==> src/ffha_pkg.sv <==
// Shared types and constants of the first-fit heap allocator.
package ffha_pkg;

	localparam int BW      = 19;
	localparam int CFG_MAX = 131071;

	localparam logic [1:0] OP_ALLOC   = 2'd0;
	localparam logic [1:0] OP_FREE    = 2'd1;
	localparam logic [1:0] OP_REALLOC = 2'd2;

	localparam logic [1:0] ST_OK      = 2'd0;
	localparam logic [1:0] ST_NOSPACE = 2'd1;
	localparam logic [1:0] ST_BADADDR = 2'd2;

	typedef struct packed {
		logic        free;
		logic [16:0] bytes;
	} entry_t;

endpackage

==> src/ffha_mem.sv <==
// Block table memory: one write port, one registered read port.
module ffha_mem #(
	parameter int DEPTH = 64
) (
	input  logic                     clk,
	input  logic                     we,
	input  logic [$clog2(DEPTH)-1:0] waddr,
	input  ffha_pkg::entry_t         wdata,
	input  logic [$clog2(DEPTH)-1:0] raddr,
	output ffha_pkg::entry_t         rdata
);
	import ffha_pkg::*;

	entry_t mem_q [DEPTH];
	entry_t rdata_q;

	always_ff @(posedge clk) begin
		if (we) begin
			mem_q[waddr] <= wdata;
		end
		rdata_q <= mem_q[raddr];
	end

	assign rdata = rdata_q;
endmodule

==> src/ffha_seq.sv <==
// Sequencer: table walk, split, growth, coalesce and result register.
module ffha_seq #(
	parameter int MAX_BLOCKS      = 64,
	parameter int HEADER_BYTES    = 24,
	parameter int MIN_SPLIT_BYTES = 10
) (
	input  logic                    clk,
	input  logic                    arst_n,
	input  logic                    in_valid,
	output logic                    in_stall,
	input  logic [1:0]              op,
	input  logic [15:0]             address,
	input  logic [16:0]             size,
	input  logic [ffha_pkg::BW-1:0] limit,
	output logic                    out_valid,
	input  logic                    out_stall,
	output logic [1:0]              status,
	output logic [15:0]             result_address,
	output logic [15:0]             move_from,
	output logic [16:0]             move_bytes
);
	import ffha_pkg::*;

	localparam int IW = $clog2(MAX_BLOCKS);
	localparam int CW = $clog2(MAX_BLOCKS + 1);
	localparam logic [CW-1:0] MAXC = CW'(MAX_BLOCKS);
	localparam logic [BW-1:0] HB   = BW'(HEADER_BYTES);
	localparam logic [BW-1:0] MS   = BW'(MIN_SPLIT_BYTES);
	localparam logic [BW-1:0] AMAX = BW'(16'hFFFF);

	typedef enum logic [4:0] {
		S_IDLE, S_L_ISSUE, S_L_CHK, S_G_ISSUE, S_G_CHK, S_SU_ISSUE, S_SU_WR,
		S_SPLIT1, S_SPLIT2, S_G_USE, S_G_GROW, S_R_MARK, S_R_ISSUE, S_R_CHK,
		S_SD_ISSUE, S_SD_WR, S_FIN
	} state_t;

	state_t        state_q;
	logic [1:0]    op_q;
	logic [15:0]   addr_q;
	logic [16:0]   size_q;
	logic [CW-1:0] total_q, i_q, j_q;
	logic [BW-1:0] top_q, start_q;
	logic [16:0]   cur_q, old_q;
	logic          phase2_q;
	logic [1:0]    st_q;
	logic [15:0]   res_q, from_q;
	logic [16:0]   mvb_q;
	logic          out_valid_q;
	logic [1:0]    status_q;
	logic [15:0]   result_q, move_from_q;
	logic [16:0]   move_bytes_q;

	logic          mem_we;
	logic [IW-1:0] mem_waddr, mem_raddr;
	entry_t        mem_wdata, rd;

	logic [CW-1:0] ip1, jp1, jm1;
	logic [BW-1:0] rb, sz, ua, step, need, tua, merged;
	logic          gdone;

	assign ip1    = i_q + CW'(1);
	assign jp1    = j_q + CW'(1);
	assign jm1    = j_q - CW'(1);
	assign rb     = BW'(rd.bytes);
	assign sz     = BW'(size_q);
	assign ua     = start_q + HB;
	assign step   = ua + rb;
	assign tua    = top_q + HB;
	assign need   = tua + sz;
	assign merged = BW'(cur_q) + HB + rb;

	ffha_mem #(.DEPTH(MAX_BLOCKS)) u_mem (
		.clk   (clk),
		.we    (mem_we),
		.waddr (mem_waddr),
		.wdata (mem_wdata),
		.raddr (mem_raddr),
		.rdata (rd)
	);

	always_comb begin
		mem_we    = 1'b0;
		mem_waddr = i_q[IW-1:0];
		mem_wdata = '{free: 1'b0, bytes: size_q};
		mem_raddr = i_q[IW-1:0];
		gdone     = 1'b0;
		case (state_q)
			S_SU_ISSUE: mem_raddr = jm1[IW-1:0];
			S_SU_WR: begin
				mem_we    = 1'b1;
				mem_waddr = j_q[IW-1:0];
				mem_wdata = rd;
			end
			S_SPLIT1: begin
				mem_we    = 1'b1;
				mem_waddr = ip1[IW-1:0];
				mem_wdata = '{free: 1'b1, bytes: 17'(BW'(cur_q) - sz - HB)};
			end
			S_SPLIT2: begin
				mem_we = 1'b1;
				gdone  = 1'b1;
			end
			S_G_USE: begin
				mem_we    = 1'b1;
				mem_wdata = '{free: 1'b0, bytes: cur_q};
				gdone     = 1'b1;
			end
			S_G_GROW: begin
				mem_waddr = total_q[IW-1:0];
				if (!(total_q >= MAXC || need > limit || tua > AMAX)) begin
					mem_we = 1'b1;
					gdone  = 1'b1;
				end
			end
			S_R_MARK: begin
				mem_we    = 1'b1;
				mem_wdata = '{free: 1'b1, bytes: cur_q};
			end
			S_R_ISSUE: mem_raddr = ip1[IW-1:0];
			S_R_CHK: begin
				mem_we    = rd.free;
				mem_wdata = '{free: 1'b1, bytes: merged[16:0]};
			end
			S_SD_ISSUE: mem_raddr = jp1[IW-1:0];
			S_SD_WR: begin
				mem_we    = 1'b1;
				mem_waddr = j_q[IW-1:0];
				mem_wdata = rd;
			end
			default: ;
		endcase
	end

	always_ff @(posedge clk or negedge arst_n) begin
		if (!arst_n) begin
			state_q     <= S_IDLE;
			total_q     <= '0;
			top_q       <= '0;
			out_valid_q <= 1'b0;
			op_q        <= '0;
			addr_q      <= '0;
			size_q      <= '0;
			i_q         <= '0;
			j_q         <= '0;
			start_q     <= '0;
			cur_q       <= '0;
			old_q       <= '0;
			phase2_q    <= 1'b0;
			st_q        <= ST_OK;
			res_q       <= '0;
			from_q      <= '0;
			mvb_q       <= '0;
			status_q    <= ST_OK;
			result_q    <= '0;
			move_from_q <= '0;
			move_bytes_q <= '0;
		end else begin
			if (out_valid_q && !out_stall && state_q != S_FIN) begin
				out_valid_q <= 1'b0;
			end
			case (state_q)
				S_IDLE: begin
					if (in_valid) begin
						op_q     <= op;
						addr_q   <= address;
						size_q   <= size;
						st_q     <= ST_OK;
						res_q    <= '0;
						from_q   <= '0;
						mvb_q    <= '0;
						phase2_q <= 1'b0;
						i_q      <= '0;
						start_q  <= '0;
						case (op)
							OP_ALLOC:   state_q <= S_G_ISSUE;
							OP_FREE:    state_q <= (address == 16'd0) ? S_FIN : S_L_ISSUE;
							OP_REALLOC: state_q <= (address == 16'd0) ? S_G_ISSUE : S_L_ISSUE;
							default:    state_q <= S_FIN;
						endcase
					end
				end
				S_L_ISSUE: begin
					if (i_q >= total_q) begin
						st_q    <= ST_BADADDR;
						state_q <= S_FIN;
					end else begin
						state_q <= S_L_CHK;
					end
				end
				S_L_CHK: begin
					if (ua == BW'(addr_q)) begin
						cur_q <= rd.bytes;
						if (op_q == OP_FREE || phase2_q) begin
							state_q <= S_R_MARK;
						end else if (rb >= sz) begin
							res_q   <= addr_q;
							state_q <= S_FIN;
						end else begin
							old_q   <= rd.bytes;
							i_q     <= '0;
							start_q <= '0;
							state_q <= S_G_ISSUE;
						end
					end else begin
						start_q <= step;
						i_q     <= ip1;
						state_q <= S_L_ISSUE;
					end
				end
				S_G_ISSUE: state_q <= (i_q >= total_q) ? S_G_GROW : S_G_CHK;
				S_G_CHK: begin
					if (rd.free && rb >= sz && ua <= AMAX) begin
						res_q <= ua[15:0];
						cur_q <= rd.bytes;
						if (rb >= sz + HB + MS && total_q < MAXC) begin
							j_q     <= total_q;
							state_q <= S_SU_ISSUE;
						end else begin
							state_q <= S_G_USE;
						end
					end else begin
						start_q <= step;
						i_q     <= ip1;
						state_q <= S_G_ISSUE;
					end
				end
				S_SU_ISSUE: state_q <= (j_q > ip1) ? S_SU_WR : S_SPLIT1;
				S_SU_WR: begin
					j_q     <= jm1;
					state_q <= S_SU_ISSUE;
				end
				S_SPLIT1: state_q <= S_SPLIT2;
				S_SPLIT2: total_q <= total_q + CW'(1);
				S_G_USE: ;
				S_G_GROW: begin
					if (gdone) begin
						total_q <= total_q + CW'(1);
						top_q   <= need;
						res_q   <= tua[15:0];
					end else begin
						st_q    <= ST_NOSPACE;
						res_q   <= '0;
						state_q <= S_FIN;
					end
				end
				S_R_MARK: state_q <= S_R_ISSUE;
				S_R_ISSUE: state_q <= (ip1 < total_q) ? S_R_CHK : S_FIN;
				S_R_CHK: begin
					if (rd.free) begin
						cur_q   <= merged[16:0];
						j_q     <= ip1;
						state_q <= S_SD_ISSUE;
					end else begin
						state_q <= S_FIN;
					end
				end
				S_SD_ISSUE: begin
					if (jp1 < total_q) begin
						state_q <= S_SD_WR;
					end else begin
						total_q <= total_q - CW'(1);
						state_q <= S_R_ISSUE;
					end
				end
				S_SD_WR: begin
					j_q     <= jp1;
					state_q <= S_SD_ISSUE;
				end
				S_FIN: begin
					if (!out_valid_q || !out_stall) begin
						out_valid_q  <= 1'b1;
						status_q     <= st_q;
						result_q     <= res_q;
						move_from_q  <= from_q;
						move_bytes_q <= mvb_q;
						state_q      <= S_IDLE;
					end
				end
				default: state_q <= S_IDLE;
			endcase
			if (gdone) begin
				if (op_q == OP_REALLOC && addr_q != 16'd0) begin
					from_q   <= addr_q;
					mvb_q    <= old_q;
					phase2_q <= 1'b1;
					i_q      <= '0;
					start_q  <= '0;
					state_q  <= S_L_ISSUE;
				end else begin
					state_q <= S_FIN;
				end
			end
		end
	end

	assign in_stall       = (state_q != S_IDLE);
	assign out_valid      = out_valid_q;
	assign status         = status_q;
	assign result_address = result_q;
	assign move_from      = move_from_q;
	assign move_bytes     = move_bytes_q;
endmodule

==> src/first_fit_heap_allocator.sv <==
// First-fit heap allocator: configuration register and sequencer.
// One request at a time: a request walks the block table block by block (memory
// read, then check), a split shifts later entries up and each merge of a coalesce
// shifts them down. A free of null or an unknown op goes straight to its result
// without touching the table; a reallocate that moves walks the table three
// times (lookup, search, lookup again), grants, splits and coalesces, and every
// merged neighbor shifts the rest of the table. in_stall stays high while a
// request is in work; a finished result waits in the output register. No
// clearing pass runs after reset.
module first_fit_heap_allocator #(
	parameter int HEAP_BYTES      = 65536,
	parameter int MAX_BLOCKS      = 64,
	parameter int HEADER_BYTES    = 24,
	parameter int MIN_SPLIT_BYTES = 10
) (
	input  logic        clk,
	input  logic        arst_n,
	input  logic        cfg_valid,
	output logic        cfg_ready,
	input  logic [16:0] cfg_data,
	input  logic        in_valid,
	output logic        in_stall,
	input  logic [1:0]  op,
	input  logic [15:0] address,
	input  logic [16:0] size,
	output logic        out_valid,
	input  logic        out_stall,
	output logic [1:0]  status,
	output logic [15:0] result_address,
	output logic [15:0] move_from,
	output logic [16:0] move_bytes
);
	import ffha_pkg::*;

	localparam int HCAP = (HEAP_BYTES > CFG_MAX) ? CFG_MAX : HEAP_BYTES;
	localparam logic [BW-1:0] HCAP_B = BW'(HCAP);

	logic [16:0]   heap_limit_q;
	logic [BW-1:0] limit;

	always_ff @(posedge clk or negedge arst_n) begin
		if (!arst_n) begin
			heap_limit_q <= 17'd65536;
		end else if (cfg_valid) begin
			heap_limit_q <= cfg_data;
		end
	end

	assign cfg_ready = 1'b1;
	assign limit = (BW'(heap_limit_q) < HCAP_B) ? BW'(heap_limit_q) : HCAP_B;

	ffha_seq #(
		.MAX_BLOCKS      (MAX_BLOCKS),
		.HEADER_BYTES    (HEADER_BYTES),
		.MIN_SPLIT_BYTES (MIN_SPLIT_BYTES)
	) u_seq (
		.clk            (clk),
		.arst_n         (arst_n),
		.in_valid       (in_valid),
		.in_stall       (in_stall),
		.op             (op),
		.address        (address),
		.size           (size),
		.limit          (limit),
		.out_valid      (out_valid),
		.out_stall      (out_stall),
		.status         (status),
		.result_address (result_address),
		.move_from      (move_from),
		.move_bytes     (move_bytes)
	);
endmodule

==> config.mk <==
export PLATFORM = sky130hd
export DESIGN_NAME = first_fit_heap_allocator
export DESIGN_NICKNAME = d
export VERILOG_FILES = /design/src/ffha_pkg.sv /design/src/ffha_mem.sv /design/src/ffha_seq.sv /design/src/first_fit_heap_allocator.sv
export SDC_FILE = /design/constraint.sdc
export NUM_CORES = 2
export LEC_CHECK = 0
export BUFFER_PORTS_ARGS = -buffer_cell sky130_fd_sc_hd__clkbuf_2
export CORE_MARGIN = 2
export CORE_UTILIZATION = 46
export DETAILED_ROUTE_END_ITERATION = 16
export PLACE_DENSITY_LB_ADDON = 0.08
export SLEW_MARGIN = 10
export SYNTH_ARGS = -nofsm -noshare
export SYNTH_HDL_FRONTEND = slang
export SYNTH_HIERARCHICAL = 1
export SYNTH_SLANG_ARGS = --single-unit
==> constraint.sdc <==
create_clock -name clk -period 8.65 [get_ports clk]
set_clock_uncertainty 0.15 [all_clocks]
set_input_delay 0.4325 -clock clk [delete_from_list [all_inputs] [get_ports clk]]
set_output_delay 0.4325 -clock clk [all_outputs]
set_load 0.02 [all_outputs]
==> run summary <==
Status: finished, final reports clean
CP Capture Type: register
Post-Syn Area: 0.0636 mm^2
Aggregate routed wire length: 174000 um
Vias: 36400
Largest net degree at the start of global routing: 120
Worst-path clk slew: 0.06 ns
Cells after Synth: 4001
VDD IR-drop max: 0.253 mV
Die width: 376 um
Crit path cell chain: inv_1 -> ha_1 -> and3b_1 -> xor2_1 -> ha_1 -> nand4_1 -> a21oi_1 -> a211o_1 -> a31oi_1 -> o21bai_1 -> a21oi_1 -> o21ai_0 -> xnor2_1 -> ha_1 -> nand4_1 -> nor3_1 -> a2111oi_0 -> a22o_1 -> a21oi_1 -> buf_4 -> o21ai_0 -> nor2b_1 -> nand2_1 -> nor2_2
Final Hold Viols: 0
Post_cts resized: 0
Vias in the first global route: 36500
Most frequent cells in the layout: edfxtp_1, mux4_2, dfrtp_1, nand2_1, ha_1
Hold_buf cts: 54
Worst path arrival time: 8.16 ns
RSZ-0062 raised after global routing: false
# DRC: 0
Detail Placement HPWL: 110000 um
Worst path required time: 8.90 ns
P_leak: 0.0257 uW
Io pins: 111
Share of flip-flops with an asynchronous set or reset: 17.8%
Initial antenna violation count: 2
Routed Antenna Nets: 0
Register-to-Register Path Depth: 24
Max incr delay on CP: 0.95 ns
Die area: 0.141 mm^2
Min Clock Period, post-route: 7.91 ns
CP Max Fanout: 18
Most common cell after layout, fill and taps aside: edfxtp_1
FP Rows: 136
R2r setup slk: 0.74 ns
Sequential cell area fraction in the yosys report: 64.9%
Max Cap Viol: 0
Core area: 0.137 mm^2
Gr usage total: 24.8%
Root Buffer: clkbuf_16
Grt total ovfl: 0
Critical path type: reg -> reg
Avg Cell Area, Syn: 15.9 um^2
Drt initial violations: 3730
Starting Density: 46.3%
WL/cell: 28.3 um
Setup Fix Bufs, Post-CTS: 0
Slew Limit Fails: 0
Syn-to-layout area delta: 13.4%
Skew-Pair Late Insertion Delay: 0.80 ns
RR Startpoint: u_seq/top_q[3]
Number of I/O port buffers: 109
Synth area leaders: edfxtp_1, mux4_2, dfrtp_1, ha_1, mux2_2
Drt pass-1 iters: 7
Warnings, synthesis: 6
Fin crit share: 91.4%
Seq cells post-synth: 1424
CTS buffer count: 152
Hold_ws: 0.115 ns
Synth top area share: 54.4%
Die height: 376 um
Setup-failing EPs final: 0
EDFF count, synth: 1152
First-pass GRT wire length: 254000 um
Yosys cell types: 98
Area leader, netlist: edfxtp_1
Slowest stage cell, crit path: nor2_2
Max Fclk: 126 MHz
# clock sinks: 1424
Worst min-delay path class: in -> async
PwrDens: 372 mW/mm^2
Routability cong.: 0.882
Worst r2r dst: u_seq/u_mem/mem_q[24][13]
CTS tree: done
Max_slew headroom: 21.9%
Synth Flop Type: edfxtp_1
Total Nets Final: 4472
Worst-Margin Slew: 1.17 ns
H-tree lvl count: 4
Sum Neg Setup Slack: 0 ns
Layout cells sized above 1: 22.3%
Via-to-Cell Ratio: 5.92
CTS max path bufs: 3
Startpoint Class: register
==> cell type report <==
| class | count | area [um^2] |
|---|---|---|
| well taps | 1794 | 2240 |
| inverters | 177 | 664 |
| repair buffers | 267 | 1960 |
| fillers | 11300 | 65200 |
| clock inverters | 77 | 790 |
| diodes | 2 | 5.00 |
| clock buffers | 206 | 4290 |
| multi-input cells | 2200 | 20900 |
| flip-flops and latches | 1424 | 41300 |
==> where the power goes <==
part / internal [uW] / switching [uW]
Sequential: 8900 / 734
Combinational: 3930 / 6740
Clock: 3830 / 2750
==> worst max-delay path, delay by kind of cell (launching register included) <==
family | cells | cell delay [ns]
and+or+nand+nor | 7 | 2.57
adders and majority gates | 3 | 0.92
AOI/OAI and AO/OA | 10 | 2.41
buffers and inverters | 2 | 0.35
DFF | 1 | 0.41
xor gates and xnor gates | 2 | 0.65
==> layer usage <==
layer	vias up	global-route usage [%]	share of wire [%]
li1	16100	-	-
met1	18800	33.8	42
met2	1201	40.5	48
met3	257	3.60	5.4
met4	0	9.71	3.9
met5	-	0	0
==> worst max path at each step <==
| stage | endpoint | from | slack (ns) |
|---|---|---|---|
| after floorplan | u_seq/u_mem/mem_q[30][0] | u_seq/top_q[3] | 2.52 |
| after global placement | u_seq/u_mem/mem_q[24][17] | u_seq/top_q[3] | 1.12 |
| after detailed placement | u_seq/u_mem/mem_q[24][5] | u_seq/top_q[3] | 0.85 |
| after CTS | u_seq/u_mem/mem_q[24][0] | u_seq/top_q[3] | 0.78 |
| after global routing | u_seq/u_mem/mem_q[24][0] | u_seq/top_q[3] | 0.20 |
| final | u_seq/u_mem/mem_q[24][13] | u_seq/top_q[3] | 0.74 |
==> per-stage QoR <==
| step | cells | total power, uW | utilization, % | cell area, um^2 | worst slack (ns) |
|---|---|---|---|---|---|
| floorplan | 4002 | 16600 | - | 63600 | 2.52 |
| global placement | 5808 | 20500 | 48.5 | 66500 | 1.12 |
| detailed placement | 5808 | 20500 | 48.5 | 66500 | 0.847 |
| CTS | 6145 | 27100 | 52.5 | 72200 | 0.775 |
| global route | 6145 | 28300 | 52.5 | 72200 | 0.196 |
| finish | 6147 | 26900 | 52.6 | 72200 | 0.742 |
==> flip-flops by register name (all words and copies together) (netlist names), 16 cells and up <==
signal	flops
u_seq/move_from	16
u_seq/res_q	16
u_seq/mvb_q	17
u_seq/old_q	17
u_seq/addr_q	16
u_seq/cur_q	17
u_seq/start_q	19
u_seq/size_q	17
heap_limit_q	17
u_seq/result_address	16
u_seq/top_q	19
u_seq/from_q	16
u_seq/u_mem/rdata	18
u_seq/u_mem/mem_q	1152
u_seq/move_bytes	17
==> synth_stat cells, types with 20 or more instances <==
master	instances
mux2_2	131
edfxtp_1	1152
a31oi_1	33
dfrtp_1	253
o21ai_0	105
nor4_1	21
nand2_1	228
nand2b_1	46
clkbuf_1	93
xnor2_1	91
a211oi_1	41
buf_4	25
o211ai_1	24
nor2b_1	73
a21o_1	27
a222oi_1	25
ha_1	188
a22o_1	20
mux2i_1	82
o221ai_1	27
nor3_1	33
mux4_2	284
nor2_1	194
xor2_1	42
buf_2	49
nand3_1	51
a21oi_1	109
inv_1	177
nand4_1	23
==> logic make-up after synthesis <==
| kind of cell | synth area share [%] |
|---|---|
| adder cells (fa/ha/maj) | 3.85 |
| multiplexers | 14.1 |
| AO/OA/AOI/OAI | 6.62 |
| buffers and inverters | 2.81 |
| XOR/XNOR | 1.90 |
| flip-flops | 64.9 |
| other | 0.0118 |
| AND/OR/NAND/NOR | 5.81 |
Note: power is estimated with default switching activity, not from simulation.
